<file path="config.mk">
export PLATFORM = sky130hd
export DESIGN_NAME = rotary_encoder_bank_accel
export DESIGN_NICKNAME = d
export VERILOG_FILES = /design/src/rebacc_pkg.sv /design/src/rebacc_regs.sv /design/src/rebacc_div.sv /design/src/rotary_encoder_bank_accel.sv
export SDC_FILE = /design/constraint.sdc
export NUM_CORES = 1
export LEC_CHECK = 0
export ABC_AREA = 1
export BUFFER_PORTS_ARGS = -buffer_cell sky130_fd_sc_hd__clkbuf_2
export CAP_MARGIN = 25
export CORE_ASPECT_RATIO = 1.2
export CORE_MARGIN = 2
export CORE_UTILIZATION = 50
export CTS_CLUSTER_SIZE = 28
export DETAILED_ROUTE_END_ITERATION = 6
export GPL_TIMING_DRIVEN = 1
export PLACE_DENSITY_LB_ADDON = 0.3
export SYNTH_ARGS = -nofsm -noshare
export SYNTH_HDL_FRONTEND = slang
export SYNTH_SLANG_ARGS = --single-unit
</file>
<file path="constraint.sdc">
create_clock -name clk -period 4.3 [get_ports clk]
set_clock_uncertainty 0.2 [all_clocks]
set_input_delay 0.43 -clock clk [delete_from_list [all_inputs] [get_ports clk]]
set_output_delay 0.43 -clock clk [all_outputs]
set_load 0.02 [all_outputs]
</file>
<file path="src/rebacc_pkg.sv">
package rebacc_pkg;

	localparam int NumEncodersDef = 5;
	localparam int NumEncodersMax = 8;

	localparam int ByteW  = 8;
	localparam int PinW   = 16;
	localparam int TimeW  = 32;
	localparam int CfgW   = 16;
	localparam int ValW   = 16;
	localparam int GainW  = 16;
	localparam int CodeW  = 4;
	localparam int EncIdxW = 3;

	localparam int AddrW = 4;
	localparam int DataW = 32;

	localparam logic [CfgW-1:0] DebounceRst = 16'd5;
	localparam logic [CfgW-1:0] GainRst     = 16'd400;
	localparam logic [CfgW-1:0] MaxRst      = 16'd127;

	localparam logic [1:0] REG_DEBOUNCE = 2'd0;
	localparam logic [1:0] REG_GAIN     = 2'd1;
	localparam logic [1:0] REG_MAX      = 2'd2;

	localparam logic [CodeW-1:0] CODE_UP   = 4'd8;
	localparam logic [CodeW-1:0] CODE_DOWN = 4'd4;

	typedef struct packed {
		logic [CfgW-1:0] debounce_ms;
		logic [CfgW-1:0] accel_gain;
		logic [CfgW-1:0] value_max;
	} cfg_t;

	typedef struct packed {
		logic             start;
		logic [GainW-1:0] dividend;
		logic [TimeW-1:0] divisor;
	} div_req_t;

	typedef struct packed {
		logic             done;
		logic [GainW-1:0] quotient;
	} div_rsp_t;

endpackage

</file>
<file path="src/rebacc_regs.sv">
module rebacc_regs (
	input  logic                          clk,
	input  logic                          arst_n,
	input  logic                          psel,
	input  logic                          penable,
	input  logic                          pwrite,
	input  logic [rebacc_pkg::AddrW-1:0]  paddr,
	input  logic [rebacc_pkg::DataW-1:0]  pwdata,
	output logic [rebacc_pkg::DataW-1:0]  prdata,
	output logic                          pready,
	output rebacc_pkg::cfg_t              cfg
);

	rebacc_pkg::cfg_t cfg_q;
	logic             wr_en;
	logic [1:0]       reg_sel;

	assign pready  = 1'b1;
	assign wr_en   = psel & penable & pwrite;
	assign reg_sel = paddr[3:2];
	assign cfg     = cfg_q;

	always_ff @(posedge clk or negedge arst_n) begin
		if (!arst_n) begin
			cfg_q.debounce_ms <= rebacc_pkg::DebounceRst;
			cfg_q.accel_gain  <= rebacc_pkg::GainRst;
			cfg_q.value_max   <= rebacc_pkg::MaxRst;
		end else if (wr_en) begin
			unique case (reg_sel)
				rebacc_pkg::REG_DEBOUNCE: cfg_q.debounce_ms <= pwdata[rebacc_pkg::CfgW-1:0];
				rebacc_pkg::REG_GAIN:     cfg_q.accel_gain  <= pwdata[rebacc_pkg::CfgW-1:0];
				rebacc_pkg::REG_MAX:      cfg_q.value_max   <= pwdata[rebacc_pkg::CfgW-1:0];
				default: ;
			endcase
		end
	end

	always_comb begin
		prdata = '0;
		unique case (reg_sel)
			rebacc_pkg::REG_DEBOUNCE: prdata = rebacc_pkg::DataW'(cfg_q.debounce_ms);
			rebacc_pkg::REG_GAIN:     prdata = rebacc_pkg::DataW'(cfg_q.accel_gain);
			rebacc_pkg::REG_MAX:      prdata = rebacc_pkg::DataW'(cfg_q.value_max);
			default:                  prdata = '0;
		endcase
	end

endmodule

</file>
<file path="src/rebacc_div.sv">
module rebacc_div (
	input  logic                  clk,
	input  logic                  arst_n,
	input  rebacc_pkg::div_req_t  req,
	output rebacc_pkg::div_rsp_t  rsp
);

	localparam int QW   = rebacc_pkg::GainW;
	localparam int DW   = rebacc_pkg::TimeW;
	localparam int CntW = $clog2(QW + 1);

	logic            busy_q;
	logic            done_q;
	logic [CntW-1:0] cnt_q;
	logic [DW-1:0]   rem_q;
	logic [DW-1:0]   dvs_q;
	logic [QW-1:0]   quo_q;

	logic [DW:0]     trial;
	logic            take;
	logic [DW-1:0]   rem_nxt;

	always_comb begin
		trial   = {rem_q, quo_q[QW-1]};
		take    = trial >= {1'b0, dvs_q};
		rem_nxt = take ? DW'(trial - {1'b0, dvs_q}) : trial[DW-1:0];
	end

	always_ff @(posedge clk or negedge arst_n) begin
		if (!arst_n) begin
			busy_q <= 1'b0;
			done_q <= 1'b0;
			cnt_q  <= '0;
		end else begin
			done_q <= 1'b0;
			if (req.start) begin
				busy_q <= 1'b1;
				cnt_q  <= CntW'(QW);
			end else if (busy_q) begin
				cnt_q <= cnt_q - 1'b1;
				if (cnt_q == CntW'(1)) begin
					busy_q <= 1'b0;
					done_q <= 1'b1;
				end
			end
		end
	end

	always_ff @(posedge clk) begin
		if (req.start) begin
			rem_q <= '0;
			dvs_q <= req.divisor;
			quo_q <= req.dividend;
		end else if (busy_q) begin
			rem_q <= rem_nxt;
			quo_q <= {quo_q[QW-2:0], take};
		end
	end

	assign rsp.done     = done_q;
	assign rsp.quotient = quo_q;

endmodule

</file>
<file path="src/rotary_encoder_bank_accel.sv">
// an event is screened, then each encoder is scanned in turn: one whose pins are unchanged is skipped,
// one whose pins changed goes through the shared serial divider plus setup, apply, clamp
// results follow one per encoder whose position changed, at most one per cycle as the sink allows
// one event at a time: in_ready is high only when idle
// reset: positions, click times, codes, previous pins and last event time clear to zero
module rotary_encoder_bank_accel #(
	parameter int NUM_ENCODERS = rebacc_pkg::NumEncodersDef
) (
	input  logic                                 clk,
	input  logic                                 arst_n,
	input  logic                                 psel,
	input  logic                                 penable,
	input  logic                                 pwrite,
	input  logic [rebacc_pkg::AddrW-1:0]         paddr,
	input  logic [rebacc_pkg::DataW-1:0]         pwdata,
	output logic [rebacc_pkg::DataW-1:0]         prdata,
	output logic                                 pready,
	input  logic                                 in_valid,
	output logic                                 in_ready,
	input  logic                                 port_a_flagged,
	input  logic [rebacc_pkg::ByteW-1:0]         capture_a,
	input  logic                                 port_b_flagged,
	input  logic [rebacc_pkg::ByteW-1:0]         capture_b,
	input  logic [rebacc_pkg::TimeW-1:0]         now_ms,
	output logic                                 out_valid,
	input  logic                                 out_ready,
	output logic [rebacc_pkg::EncIdxW-1:0]       encoder_index,
	output logic [rebacc_pkg::ValW-1:0]          position,
	output logic                                 last_of_run
);

	localparam int N     = NUM_ENCODERS;
	localparam int IdxW  = (N > 1) ? $clog2(N) : 1;
	localparam int CntW  = $clog2(N + 1);
	localparam int PinW  = rebacc_pkg::PinW;
	localparam int TimeW = rebacc_pkg::TimeW;
	localparam int ValW  = rebacc_pkg::ValW;
	localparam int CodeW = rebacc_pkg::CodeW;
	localparam int GainW = rebacc_pkg::GainW;
	localparam int StepW = GainW + 1;
	localparam int RawW  = ValW + 2;

	typedef enum logic [2:0] {
		ST_IDLE,
		ST_CHECK,
		ST_SCAN,
		ST_DIV,
		ST_APPLY,
		ST_COMMIT,
		ST_EMIT
	} state_t;

	rebacc_pkg::cfg_t     cfg;
	rebacc_pkg::div_req_t div_req;
	rebacc_pkg::div_rsp_t div_rsp;

	state_t               state_q;
	logic [CntW-1:0]      idx_q;
	logic [N-1:0]         mask_q;
	logic [PinW-1:0]      word_q;
	logic [PinW-1:0]      old_q;
	logic [TimeW-1:0]     now_q;
	logic [PinW-1:0]      prev_pins_q;
	logic [TimeW-1:0]     last_accept_q;
	logic [ValW-1:0]      pos_q   [N];
	logic [TimeW-1:0]     click_q [N];
	logic [CodeW-1:0]     acc_q   [N];
	logic [CodeW-1:0]     code_q;
	logic [TimeW-1:0]     divisor_q;
	logic                 div_start_q;
	logic [RawW-1:0]      raw_q;
	logic                 neg_q;

	logic [IdxW-1:0]      sel;
	logic                 at_end;
	logic [PinW-1:0]      in_word;
	logic [TimeW-1:0]     since_accept;
	logic                 drop;
	logic [1:0]           new_pair;
	logic [1:0]           old_pair;
	logic [TimeW-1:0]     elapsed;
	logic [StepW-1:0]     step;
	logic [CodeW-1:0]     eff_code;
	logic [ValW-1:0]      clamped;
	logic [N-1:0]         sel_bit;

	rebacc_regs u_regs (
		.clk     (clk),
		.arst_n  (arst_n),
		.psel    (psel),
		.penable (penable),
		.pwrite  (pwrite),
		.paddr   (paddr),
		.pwdata  (pwdata),
		.prdata  (prdata),
		.pready  (pready),
		.cfg     (cfg)
	);

	assign div_req.start    = div_start_q;
	assign div_req.dividend = cfg.accel_gain;
	assign div_req.divisor  = divisor_q;

	rebacc_div u_div (
		.clk    (clk),
		.arst_n (arst_n),
		.req    (div_req),
		.rsp    (div_rsp)
	);

	always_comb begin
		sel          = idx_q[IdxW-1:0];
		at_end       = idx_q == CntW'(N);
		in_word      = {port_b_flagged ? capture_b : 8'd0, port_a_flagged ? capture_a : 8'd0};
		since_accept = now_q - last_accept_q;
		drop         = (word_q == prev_pins_q) ||
		               (since_accept < TimeW'(cfg.debounce_ms));
		new_pair     = word_q[{sel, 1'b0} +: 2];
		old_pair     = old_q[{sel, 1'b0} +: 2];
		elapsed      = now_q - click_q[sel];
		step         = StepW'(div_rsp.quotient) + StepW'(1);
		eff_code     = ((div_rsp.quotient != '0) && (code_q != acc_q[sel])) ? acc_q[sel] : code_q;
		if (neg_q) begin
			clamped = '0;
		end else if (raw_q > RawW'(cfg.value_max)) begin
			clamped = cfg.value_max;
		end else begin
			clamped = raw_q[ValW-1:0];
		end
		sel_bit      = N'(1) << sel;
	end

	assign in_ready      = state_q == ST_IDLE;
	assign out_valid     = (state_q == ST_EMIT) && !at_end && mask_q[sel];
	assign encoder_index = rebacc_pkg::EncIdxW'(sel);
	assign position      = pos_q[sel];
	assign last_of_run   = (mask_q & ~sel_bit) == '0;

	always_ff @(posedge clk or negedge arst_n) begin
		if (!arst_n) begin
			state_q       <= ST_IDLE;
			idx_q         <= '0;
			mask_q        <= '0;
			word_q        <= '0;
			old_q         <= '0;
			now_q         <= '0;
			prev_pins_q   <= '0;
			last_accept_q <= '0;
			code_q        <= '0;
			divisor_q     <= '0;
			div_start_q   <= 1'b0;
			raw_q         <= '0;
			neg_q         <= 1'b0;
			for (int i = 0; i < N; i++) begin
				pos_q[i]   <= '0;
				click_q[i] <= '0;
				acc_q[i]   <= '0;
			end
		end else begin
			div_start_q <= 1'b0;
			unique case (state_q)
				ST_IDLE: begin
					if (in_valid) begin
						word_q  <= in_word;
						now_q   <= now_ms;
						state_q <= ST_CHECK;
					end
				end
				ST_CHECK: begin
					if (drop) begin
						state_q <= ST_IDLE;
					end else begin
						old_q         <= prev_pins_q;
						prev_pins_q   <= word_q;
						last_accept_q <= now_q;
						idx_q         <= '0;
						mask_q        <= '0;
						state_q       <= ST_SCAN;
					end
				end
				ST_SCAN: begin
					if (at_end) begin
						idx_q   <= '0;
						state_q <= (mask_q == '0) ? ST_IDLE : ST_EMIT;
					end else if (new_pair == old_pair) begin
						idx_q <= idx_q + 1'b1;
					end else begin
						code_q      <= {new_pair, old_pair};
						divisor_q   <= (elapsed == '0) ? TimeW'(1) : elapsed;
						div_start_q <= 1'b1;
						state_q     <= ST_DIV;
					end
				end
				ST_DIV: begin
					if (div_rsp.done) begin
						state_q <= ST_APPLY;
					end
				end
				ST_APPLY: begin
					code_q <= eff_code;
					if (eff_code == rebacc_pkg::CODE_UP) begin
						raw_q <= RawW'(pos_q[sel]) + RawW'(step);
						neg_q <= 1'b0;
					end else if (eff_code == rebacc_pkg::CODE_DOWN) begin
						raw_q <= RawW'(pos_q[sel]) - RawW'(step);
						neg_q <= RawW'(step) > RawW'(pos_q[sel]);
					end else begin
						raw_q <= RawW'(pos_q[sel]);
						neg_q <= 1'b0;
					end
					state_q <= ST_COMMIT;
				end
				ST_COMMIT: begin
					if (clamped != pos_q[sel]) begin
						pos_q[sel]   <= clamped;
						click_q[sel] <= now_q;
						acc_q[sel]   <= code_q;
						mask_q       <= mask_q | sel_bit;
					end
					idx_q   <= idx_q + 1'b1;
					state_q <= ST_SCAN;
				end
				ST_EMIT: begin
					if (at_end) begin
						state_q <= ST_IDLE;
					end else if (!mask_q[sel]) begin
						idx_q <= idx_q + 1'b1;
					end else if (out_ready) begin
						mask_q <= mask_q & ~sel_bit;
						idx_q  <= idx_q + 1'b1;
					end
				end
				default: state_q <= ST_IDLE;
			endcase
		end
	end

endmodule
</file>
# [Yosys cells after proc, flatten, opt, wreduce, memory -nomap -nowiden]
# Cells that the tools add are included.
[word_totals] out_inout_bits=55 wordCells=189 inputBits=93 register_bits=574
[op_classes] n_addsub=8 n_shift=3 muxes=69 n_bitwise=9 magnitude_cmp=7 reduce_logical=27 eq_ne=29
[op_table] operator="160-bit bitwise mux" n=1
[op_table] operator="32-bit two-way mux" n=5
[op_table] operator="16-bit two-way mux" n=7
[op_table] operator="32-bit binary-select mux with 3-bit select" n=1
[op_table] operator="32-bit demux with 3-bit select" n=1
[op_table] operator="32-bit subtractor" n=3
[op_table] operator="80-bit bitwise mux" n=1
[op_table] operator="16-bit binary-select mux with 3-bit select" n=1
[op_table] operator="16-bit demux with 3-bit select" n=1
[op_table] operator="16-bit one-hot mux with 3 select lines" n=1
[op_table] operator="18-bit two-way mux" n=2
[op_table] operator="3-bit two-way mux" n=12
[op_table] operator="5-bit two-way mux" n=7
[op_table] operator="33-bit by 32-bit >= comparator with 1-bit output" n=1
[op_table] operator="32-bit logical NOT" n=1
[op_table] operator="32-bit by 16-bit < comparator with 1-bit output" n=1
[op_table] operator="16-bit by 5-bit indexed part select with 2-bit output" n=2
[op_table] operator="4-bit two-way mux" n=6
[op_table] operator="3-bit one-hot mux with 7 select lines" n=1
[op_table] operator="20-bit bitwise mux" n=1
[op_table] operator="16-bit by 17-bit adder with 18-bit output" n=1
[op_table] operator="18-bit by 16-bit > comparator with 1-bit output" n=1
[op_table] operator="16-bit by 17-bit subtractor with 18-bit output" n=1
[op_table] operator="16-bit by 1-bit adder with 17-bit output, second input constant" n=1
[op_table] operator="other kinds (52)" n=92

# [Logic depth before layout (Yosys ltp)]
# Gate-level depths: netlist of run 1.
[depth] depth_word=10 ltp_mapped=28 depth_no_buf=25

# [Hierarchy]
# A second synthesis of run 1 with hierarchy kept.
[hier_totals] cells_unflattened=5006 area_unflattened_um2=35974.5
[by_module_without_submodules] module="rotary_encoder_bank_accel" area_each_um2=27411.3 n_inst=1 cells_each=3787 seq_area_each_um2=10985.5
[by_module_without_submodules] module="rebacc_div" area_each_um2=6142.1 n_inst=1 cells_each=917 seq_area_each_um2=2257.2
[by_module_without_submodules] module="rebacc_regs" area_each_um2=2421.1 n_inst=1 cells_each=302 seq_area_each_um2=1216.2

# [Worst setup path before layout of run 1]
# Ideal clock, no wire load.
[synth_timing] kind="register to register" from="register idx_q[1], in the netlist encoder_index[1]" to="register divisor_q[0]" setup_ns=0.066 stages_incl_launch_ff=27 t_arrival_ns=3.828 t_required_ns=4.034 setup_slack_ns=0.207 n_path_buf=4 cell_sequence="dfrtp_1 -> buf_4 -> nor2_1 -> nand2_2 -> inv_2 -> buf_4 -> buf_2 -> clkbuf_1 -> a221oi_1 -> ha_1 -> a21oi_1 -> nand2_1 -> a21boi_0 -> o21ai_0 -> a21oi_1 -> inv_1 -> nand2_1 -> nand2_1 -> nand2_1 -> nand2_1 -> nor2_1 -> nand2_1 -> nor2_1 -> nand3_1 -> nand2_1 -> nand2_1 -> nand2_1"
[synth_between] elab_chain_cells=7 elab_cells_between_ends=14 cone_classes="add/sub: 1; eq/ne: 2; shift: 2; mux: 4; bitwise: 3; reduce/logical: 2"
[synth_rtl] item="start, declared" line_no="rotary_encoder_bank_accel.sv:58" text="logic [CntW-1:0] idx_q;"
[synth_rtl] item="start signal, assigned" line_no="rotary_encoder_bank_accel.sv:186" text="idx_q <= idx_q + 1'b1;"
[synth_rtl] item="start signal, assigned" line_no="rotary_encoder_bank_accel.sv:220" text="idx_q <= idx_q + 1'b1;"
[synth_rtl] item="start signal, assigned" line_no="rotary_encoder_bank_accel.sv:227" text="idx_q <= idx_q + 1'b1;"
[synth_rtl] item="3-bit NOT with 4-bit output (implied by the code)" line_no="rotary_encoder_bank_accel.sv:120" text="elapsed = now_q - click_q[sel];"
[synth_rtl] item="32-bit binary-select mux with 3-bit select" line_no="rotary_encoder_bank_accel.sv:120"
[synth_rtl] item="32-bit two-way mux (implied by the code) (2 in series)" line_no="rotary_encoder_bank_accel.sv:120"
[synth_rtl] item="32-bit subtractor" line_no="rotary_encoder_bank_accel.sv:120"
[synth_rtl] item="32-bit logical NOT" line_no="rotary_encoder_bank_accel.sv:189" text="divisor_q <= (elapsed == '0) ? TimeW'(1) : elapsed;"
[synth_rtl] item="32-bit two-way mux" line_no="rotary_encoder_bank_accel.sv:189"
[synth_rtl] item="end signal, assigned" line_no="rotary_encoder_bank_accel.sv:189"
[synth_rtl] item="end, declared" line_no="rotary_encoder_bank_accel.sv:69" text="logic [TimeW-1:0] divisor_q;"
# Several ways; a longest one is shown, not always the timed one. The select of a mux whose other input is x is not followed.
# A chain may end at the register's enable or synchronous reset.

# [Worst setup path after layout of run 1]
[layout_timing] from="register u_div.quo_q[0]" to="register raw_q[16]"
[layout_between] elab_chain_cells=6 elab_cells_between_ends=10 cone_classes="add/sub: 3; eq/ne: 2; mux: 3; reduce/logical: 2"
[layout_rtl] item="start, declared" line_no="rebacc_div.sv:17" text="logic [QW-1:0] quo_q;"
[layout_rtl] item="start signal, assigned" line_no="rebacc_div.sv:53" text="quo_q <= req.dividend;"
[layout_rtl] item="start signal, assigned" line_no="rebacc_div.sv:56" text="quo_q <= {quo_q[QW-2:0], take};"
[layout_rtl] item="branches (longest 5 deep; another with 16-bit by 17-bit subtractor with 18-bit output)"
[layout_rtl] item="18-bit two-way mux (*)" line_no="rotary_encoder_bank_accel.sv:201" text="if (eff_code == rebacc_pkg::CODE_UP) begin"
[layout_rtl] item="end signal, assigned" line_no="rotary_encoder_bank_accel.sv:202" text="raw_q <= RawW'(pos_q[sel]) + RawW'(step);"
[layout_rtl] item="end signal, assigned" line_no="rotary_encoder_bank_accel.sv:205" text="raw_q <= RawW'(pos_q[sel]) - RawW'(step);"
[layout_rtl] item="end signal, assigned" line_no="rotary_encoder_bank_accel.sv:208" text="raw_q <= RawW'(pos_q[sel]);"
[layout_rtl] item="end, declared" line_no="rotary_encoder_bank_accel.sv:71" text="logic [RawW-1:0] raw_q;"
# Every way passes the cells marked *.

==> metrics.md, run 1 <==
| Metric | Value |
|---|---|
| Crit-path max FO | `5` |
| First-iteration detailed-routing DRC count | `2663` |
| Area leader, netlist | `dfrtp_1` |
| Tmin final | `4100 ps` |
| Relative max-transition margin | `32.0%` |
| Chip width | `245 um` |
| Input/output buffers | `112` |
| Hold slack final | `43.0 ps` |
| Hold Crit Depth | `3` |
| Clock slew at reported path FFs | `70 ps` |
| Area grow syn2layout | `16.7%` |
| # IOs | `148` |
| Num Clock Sinks | `574` |
| Number of synthesized flops with an enable pin | `48` |
| Final Total Pwr | `37200 uW` |
| Final nets | `5389` |
| Fillers | `6303` |
| Commonest cells post-synth | `1885 x nand2_1, 586 x inv_1, 482 x dfrtp_1, 304 x o21ai_0, 275 x nor2_1` |
| Met3 wire length | `5.94 mm` |
| Synth cell types | `54` |
| Die Height | `293 um` |
| Max Cap Viol | `0` |
| CTS Buffer Depth | `3` |
| Max Fclk | `244 MHz` |
| R2r worst-path depth | `25` |
| Worst Setup Start Kind | `flip-flop` |
| Count of final setup violators | `0` |
| Crit share post-route | `95.3%` |
| Die ar. | `71600 um2` |
| Lkg Pwr | `0.0214 uW` |
| Top-count cell post-synth | `nand2_1` |
| RSZ-0062 raised after global routing | `true` |
| Final wirelength | `104 mm` |
| Total GRT Usage | `28.9%` |
| CTS tree | `built` |
| Rows | `105` |
| DR WL/cell | `17.0 um` |
| Critical path class | `flip-flop to flip-flop` |
| FF-to-FF End | `raw_q[16]` |
| CTS Buf Count | `60` |
| Ys flop type | `dfrtp_1` |
| Worst EP arrival | `4470 ps` |
| Worst vdd ir | `0.695 mV` |
| Average size of a mapped cell | `7.20 um2` |
| H-tree depth | `2` |
| Synth top area share | `34.7%` |
| Antenna viol nets, final | `0` |
| Crit end category | `flip-flop` |
| Hold Path Sink | `word_q[2]` |
| Max incr delay on CP | `390 ps` |
| Starting Density | `50.6%` |
| Vias per cell | `5.34` |
| DR pass1 iterations | `7` |
| Run status | `finished with violations` |
| Top Metal Used | `met4` |
| Metal-1 WL | `43.8 mm` |
| Pin count of the biggest net entering global routing | `118` |
| DRC | `5` |
| Least-Margin Pin Slew | `1020 ps` |
| Reg-to-Reg Start | `u_div.quo_q[0]` |
| Via count | `32.5k` |
| Pwr/cell area | `917 nW/um2` |
| Antenna violations before repair | `1` |
| Clock root buffer | `clkbuf_16` |
| Met2 WL | `49.2 mm` |
| Synth async-reset ratio | `86.1%` |
| DP HPWL | `75.1 mm` |
| Hold Vio Cnt, Final | `0` |
| Hold Crit Start | `port_a_flagged` |
| GRT overflow | `0` |
| Placer Congestion | `0.968` |
| Vias in the first global route | `31.5k` |
| Share of cells above drive strength 1 | `9.91%` |
| Post-synthesis sequential area ratio | `41.6%` |
| Slowest CP cell | `ha_1` |
| Worst skew pair latency | `640 ps` |
| Yosys reg bits | `574` |
| Hold Path Class | `primary input to flip-flop` |
| Synth top area cells | `dfrtp_1 35%, nand2_1 20%, inv_1 6.3%, ha_1 6.0%, o21ai_0 4.4%` |
| First-pass GRT wire length | `166 mm` |
| Failing checks | `DRC` |
| Worst R2R Setup Slack | `200 ps` |
| Cell Area, Synth | `34700 um2` |
| Worst EP required | `4680 ps` |
| Post-synthesis instance total | `4825` |
| Core Region | `68600 um2` |
| Slew Limit Fails | `0` |
| Synth warn | `0` |
routing by layer:
layer,global-route usage (%),vias to the layer above
li1,-,15900
met1,37.3,15300
met2,48.8,1069
met3,3.36,225
met4,13.0,0
met5,0,-
cells by family (layout without fill, tap and decap cells):
| family | Yosys count | count (layout) | synth area share, % |
|---|---|---|---|
| buffers and inverters | 778 | 1114 | 9.15 |
| AND/OR/NAND/NOR | 2532 | 2532 | 29.3 |
| other | 2 | 18 | 0.0216 |
| flip-flops | 574 | 574 | 41.6 |
| XOR/XNOR | 116 | 116 | 2.93 |
| adder cells (fa/ha/maj) | 171 | 171 | 6.27 |
| AO/OA/AOI/OAI | 652 | 652 | 10.7 |
state kept, by name, summed over array words and instances (netlist names), 16 cells and up:
register,count
old_q,16
pos_q,80
last_accept_q,32
word_q,16
raw_q,18
divisor_q,32
now_q,32
u_div.rem_q,32
u_regs.cfg,48
u_div.quo_q,16
u_div.dvs_q,32
acc_q,20
click_q,160
prev_pins_q,16
critical path: cells and delay by family, from the launching register on:
family | cells | cell delay, ps
AND/OR/NAND/NOR | 10 | 1300
AO/OA/AOI/OAI | 3 | 520
adder cells (fa/ha/maj) | 1 | 390
flip-flops | 1 | 330
XOR/XNOR | 2 | 310
buffers and inverters | 9 | 980
cell usage in the layout, fill, tap and decap left out, types with 25 or more instances in the layout:
| cell type | count |
|---|---|
| dfrtp_1 | 477 |
| nor2_1 | 268 |
| clkbuf_16 | 62 |
| nand3_1 | 211 |
| clkbuf_2 | 111 |
| ha_1 | 161 |
| xnor2_1 | 39 |
| a221oi_1 | 37 |
| dfxtp_1 | 32 |
| buf_4 | 193 |
| nor3_1 | 29 |
| o211ai_1 | 39 |
| edfxtp_1 | 48 |
| nand4_1 | 58 |
| buf_12 | 25 |
| dlygate4sd3_1 | 75 |
| inv_1 | 584 |
| a21oi_1 | 178 |
| xor2_1 | 75 |
| o21ai_0 | 301 |
| nand2_1 | 1882 |
worst max path at each step:
| stage | from | end | slack, ps | depth (start not counted) |
|---|---|---|---|---|
| 2_1_floorplan | encoder_index[1] | divisor_q[0] | 210 | 26 |
| 3_3_place_gp | u_div.quo_q[0] | raw_q[16] | 150 | 24 |
| 3_5_place_dp | u_div.quo_q[0] | raw_q[16] | 100 | 24 |
| 4_1_cts | u_div.quo_q[0] | raw_q[16] | 70 | 24 |
| 5_1_grt | u_div.quo_q[0] | raw_q[15] | -70 | 26 |
| 6_report | u_div.quo_q[0] | raw_q[16] | 200 | 25 |
report_power, final:
part	internal, uW	leakage (uW)	total, uW	switching, uW
Sequential	7360	0.00723	8600	1240
Combinational	8310	0.0131	23000	14700
Clock	3250	0.00102	5550	2300
per-stage QoR:
step,TNS [ps],area [um2],cells,setup slack [ps],util [%]
floorplan,0,34800,4840,207,-
global placement,0,37500,5892,152,54.7
detailed placement,0,37500,5892,104,54.7
CTS,0,40400,6080,65.6,58.8
global route,-192,40500,6085,-70.7,59.1
finish,0,40500,6086,203,59.1
layout make-up:
cell class | count | area [um2] | share of cell area, %
clock buffer | 81 | 1690 | 4.18
sequential | 574 | 14500 | 35.7
inverter | 595 | 2250 | 5.54
antenna | 1 | 2.50 | 0.00617
multi-input combinational | 3488 | 17300 | 42.7
timing repair buffer | 406 | 3290 | 8.11
clock inverter | 32 | 403 | 0.994
tap | 909 | 1140 | 2.81
repair_timing:
item,in CTS,in global routing
endpoints found under the hold margin,177,0
buffers inserted,0,5
hold buffers,75,0
endpoints found under the setup margin,0,183
gates resized for setup,0,39
No activity file was read; power rests on OpenSTA's default activity.
==> inputs of run 2 (changes only) <==
--- a/config.mk
+++ b/config.mk
@@ -5,7 +5,6 @@
 export SDC_FILE = /design/constraint.sdc
 export NUM_CORES = 1
 export LEC_CHECK = 0
-export ABC_AREA = 1
 export BUFFER_PORTS_ARGS = -buffer_cell sky130_fd_sc_hd__clkbuf_2
 export CAP_MARGIN = 25
 export CORE_ASPECT_RATIO = 1.2
==> constraint.sdc (replaced) <==
create_clock -name clk -period 4.6 [get_ports clk]
set_clock_uncertainty 0.2 [all_clocks]
set_input_delay 0.46 -clock clk [delete_from_list [all_inputs] [get_ports clk]]
set_output_delay 0.46 -clock clk [all_outputs]
set_load 0.02 [all_outputs]
==> metrics.md, run 2 <==
| Metric | Value |
|---|---|
| Run status | `finished with violations (unchanged)` |
| Failing checks | `setup timing (was DRC)` |
| Fin cells | `4536 (was 6086)` |
| Setup WS post-layout | `-269 ps (was 203 ps)` |
| Synth cell types | `97 (was 54)` |
| Worst vdd ir | `0.583 mV (was 0.695 mV)` |
| Clock root buffer | `clkbuf_16 (unchanged)` |
| FF-to-FF End | `old_q[0] (was raw_q[16])` |
| Clock slew at reported path FFs | `70 ps (about the same)` |
| Pwr/cell area | `706 nW/um2 (was 917 nW/um2)` |
| Core Region | `67300 um2 (was 68600 um2)` |
| Worst Setup Start Kind | `flip-flop (unchanged)` |
| Hold Crit Depth | `5 (was 3)` |
| RSZ-0062 raised after global routing | `true (unchanged)` |
| Worst skew pair latency | `640 ps (about the same)` |
| Fin area | `40800 um2 (was 40500 um2)` |
| Lkg Pwr | `0.0189 uW (was 0.0214 uW)` |
| CTS Buf Count | `59 (was 60)` |
| Max Fclk | `205 MHz (was 244 MHz)` |
| Area grow syn2layout | `19.9% (was 16.7%)` |
| Area after DPL | `37200 um2 (was 37500 um2)` |
| Chip width | `242 um (was 245 um)` |
| Max Cap Viol | `0 (unchanged)` |
| Most frequent cells in the layout | `477 x dfrtp_1, 260 x nand2_1, 247 x buf_4 (was 1882 x nand2_1, 584 x inv_1, 477 x dfrtp_1)` |
| Synth top area cells | `dfrtp_1 35%, mux2_2 9.3%, ha_1 6.1%, mux2_4 4.9%, edfxtp_1 4.2% (was dfrtp_1 35%, nand2_1 20%, inv_1 6.3%, ha_1 6.0%, o21ai_0 4.4%)` |
| Most flop-heavy register | `click_q (unchanged)` |
| Share of cells above drive strength 1 | `28.6% (was 9.91%)` |
| Antenna viol nets, final | `0 (unchanged)` |
| Antenna violations before repair | `2 (was 1)` |
| Final wirelength | `98.9 mm (was 104 mm)` |
| Most common cell after layout, fill and taps aside | `dfrtp_1 (was nand2_1)` |
| Least-Margin Pin Slew | `876 ps (was 1020 ps)` |
| Vias per cell | `5.97 (was 5.34)` |
| DRC | `0 (was 5)` |
| Average size of a mapped cell | `10.6 um2 (was 7.20 um2)` |
| CTS Buffer Depth | `3 (unchanged)` |
| Reg-to-Reg Start | `now_q[5] (was u_div.quo_q[0])` |
| Commonest cells post-synth | `482 x dfrtp_1, 282 x mux2_2, 262 x nand2_1, 190 x o21ai_0, 178 x nor2_1 (was 1885 x nand2_1, 586 x inv_1, 482 x dfrtp_1, 304 x o21ai_0, 275 x nor2_1)` |
| R2r worst-path depth | `22 (was 25)` |
| Input/output buffers | `112 (unchanged)` |
| Total GRT Usage | `27.5% (was 28.9%)` |
| Hold Vio Cnt, Final | `0 (unchanged)` |
| Crit share post-route | `106% (was 95.3%)` |
| First-iteration detailed-routing DRC count | `2045 (was 2663)` |
| Slowest CP cell | `dfrtp_1 (was ha_1)` |
| Rows | `104 (was 105)` |
| Die Height | `290 um (was 293 um)` |
| Synth top area share | `35.4% (was 34.7%)` |
| Critical path class | `flip-flop to flip-flop (unchanged)` |
| Max FFs per register | `160 (unchanged)` |
| CTS tree | `built (unchanged)` |
| Critical path endpoint | `old_q[0] (was raw_q[16])` |
| Cell-by-cell listing of the critical path | `ha_2 -> or3_1 -> o211ai_1 -> buf_4 -> nor2b_4 -> o21ai_2 -> xor2_1 -> ha_1 -> a21o_1 -> a21o_1 -> a21oi_2 -> a31oi_2 -> nor4_2 -> o211ai_1 -> nor4b_2 -> buf_4 -> nand3_2 -> nand3b_1 -> buf_6 -> buf_6 -> buf_16 -> mux2_2` |
| Area leader, netlist | `dfrtp_1 (unchanged)` |
| Top-count cell post-synth | `dfrtp_1 (was nand2_1)` |
| Placer Congestion | `0.947 (was 0.968)` |
| Dpl ws | `-427 ps (was 104 ps)` |
| Cell Area, Synth | `34000 um2 (was 34700 um2)` |
| Hold slack final | `84.3 ps (was 43.0 ps)` |
| Crit path max-delay family | `simple AND/OR/NAND/NOR gates (unchanged)` |
| DR pass1 iterations | `5 (was 7)` |
| Yosys reg bits | `574 (unchanged)` |
| Fillers | `5511 (was 6303)` |
| Critical path depth | `22 (was 25)` |
| Synth async-reset ratio | `86.1% (unchanged)` |
| Crit-path max FO | `7 (was 5)` |
| First-pass GRT wire length | `155 mm (was 166 mm)` |
| # IOs | `148 (unchanged)` |
| DR WL/cell | `21.8 um (was 17.0 um)` |
| Max incr delay on CP | `400 ps (was 390 ps)` |
| Slew Limit Fails | `0 (unchanged)` |
| Final nets | `3849 (was 5389)` |
| GRT overflow | `0 (unchanged)` |
| Starting Density | `50.6% (about the same)` |
| Tmin final | `4870 ps (was 4100 ps)` |
| Die ar. | `70200 um2 (was 71600 um2)` |
| Relative max-transition margin | `41.6% (was 32.0%)` |
| Num Clock Sinks | `574 (unchanged)` |
| Worst EP required | `4930 ps (was 4680 ps)` |
| Synth warn | `0 (unchanged)` |
| DP HPWL | `70.3 mm (was 75.1 mm)` |
| Crit. Startpoint | `now_q[5] (was u_div.quo_q[0])` |
| DP Cell Count | `4316 (was 5892)` |
| Post-synthesis instance total | `3209 (was 4825)` |
| Crit end category | `flip-flop (unchanged)` |
| H-tree depth | `2 (unchanged)` |
| Count of final setup violators | `69 (was 0)` |
| Pin count of the biggest net entering global routing | `109 (was 118)` |
| Via count | `27.1k (was 32.5k)` |
| Post-synthesis sequential area ratio | `42.5% (was 41.6%)` |
| Number of synthesized flops with an enable pin | `48 (unchanged)` |
| Worst Path Buf+Inv | `5 (was 9)` |
| Worst R2R Setup Slack | `-270 ps (was 200 ps)` |
| Worst EP arrival | `5200 ps (was 4470 ps)` |
| Ys flop type | `dfrtp_1 (unchanged)` |
| Hold Path Class | `primary input to flip-flop (unchanged)` |
| Vias in the first global route | `27.5k (was 31.5k)` |
==> run 2: changes by cell type after synthesis, moves of 32 or more <==
| cell | change |
|---|---|
| nand3_1 | -178 |
| nand2_1 | -1623 |
| mux2_4 | +110 |
| a211oi_1 | +33 |
| mux4_2 | +32 |
| nor2_1 | -97 |
| xnor2_1 | +36 |
| xor2_1 | -37 |
| nand2b_1 | +48 |
| a22oi_1 | +58 |
| o21ai_0 | -114 |
| mux2_2 | +282 |
| inv_1 | -415 |
| mux2i_1 | +75 |
==> run 2: layout make-up <==
type                            instances  area [um2]  share of cell area, %
Sequential cell                       574       14500                   35.4
Clock buffer                           86        1690                   4.14
Inverter                              172         646                   1.58
Clock inverter                         23         224                  0.549
Tap cell                              901        1130                   2.76
Timing Repair Buffer                  482        4020                   9.85
Multi-Input combinational cell       2296       18600                   45.7
Antenna cell                            2        5.00                 0.0123
==> run 2: report_power, final <==
| group | leakage, uW | switching (uW) | internal (uW) | total (uW) |
|---|---|---|---|---|
| Combinational | 0.0107 | 9010 | 7430 | 16400 |
| Clock | 0.000920 | 2060 | 2710 | 4770 |
| Sequential | 0.00727 | 1130 | 6490 | 7620 |
| Total | 0.0189 | 12200 | 16600 | 28800 |
==> run 2: worst min path at each step <==
stage / from / endpoint / slack [ps]
global placement: divisor_q[24] / u_div.dvs_q[24] / 230
global route: penable / u_regs.cfg[46] / 110
CTS: penable / u_regs.cfg[46] / 60
detailed placement: divisor_q[19] / u_div.dvs_q[19] / 230
floorplan: arst_n / acc_q[0] / -40
finish: penable / u_regs.cfg[46] / 80
==> run 2: repair_timing <==
| action | CTS | global route |
|---|---|---|
| buffers inserted | 10 | 13 |
| gates cloned | 3 | 2 |
| resized for setup | 58 | 75 |
| endpoints found under the setup margin | 148 | 338 |
| pin swaps | 9 | 19 |
| hold buffers | 81 | 0 |
| hold endpoints to repair | 188 | 0 |
==> run 2: cell families (layout without fill, tap and decap cells) <==
| kind of cell | after synthesis | after routing | share of synthesized area [%] |
|---|---|---|---|
| buffers and inverters | 354 | 763 | 4.63 |
| AND/OR/NAND/NOR | 749 | 749 | 10.6 |
| multiplexers | 504 | 504 | 18.7 |
| XOR/XNOR | 115 | 115 | 2.96 |
| AO/OA/AOI/OAI | 740 | 740 | 14.3 |
| adder cells (fa/ha/maj) | 171 | 171 | 6.39 |
| other | 2 | 19 | 0.0221 |
| flip-flops | 574 | 574 | 42.5 |
==> run 2: layer usage <==
metal,track usage [%],up-vias,share of wire [%]
met2,47.1,887,49
met1,34.6,13600,41
met4,13.3,0,5.5
met3,3.53,259,5.0
met5,0,-,0
li1,-,12400,-
==> run 2: tightest hold or removal path: stages <==
cell      delay (ps)
clkbuf_2          80
nand3_1          130
nor3_2            70
nand2_1           60
o21ai_0           70
==> run 2: per-stage QoR <==
stage	TNS [ps]	util [%]	power, uW
5_1_grt	-38470	60.7	30800
4_1_cts	-8000	60.0	28300
3_5_place_dp	-31890	55.4	22800
6_report	-14340	60.7	28800
3_3_place_gp	-24590	55.4	22400
2_1_floorplan	0	-	17600
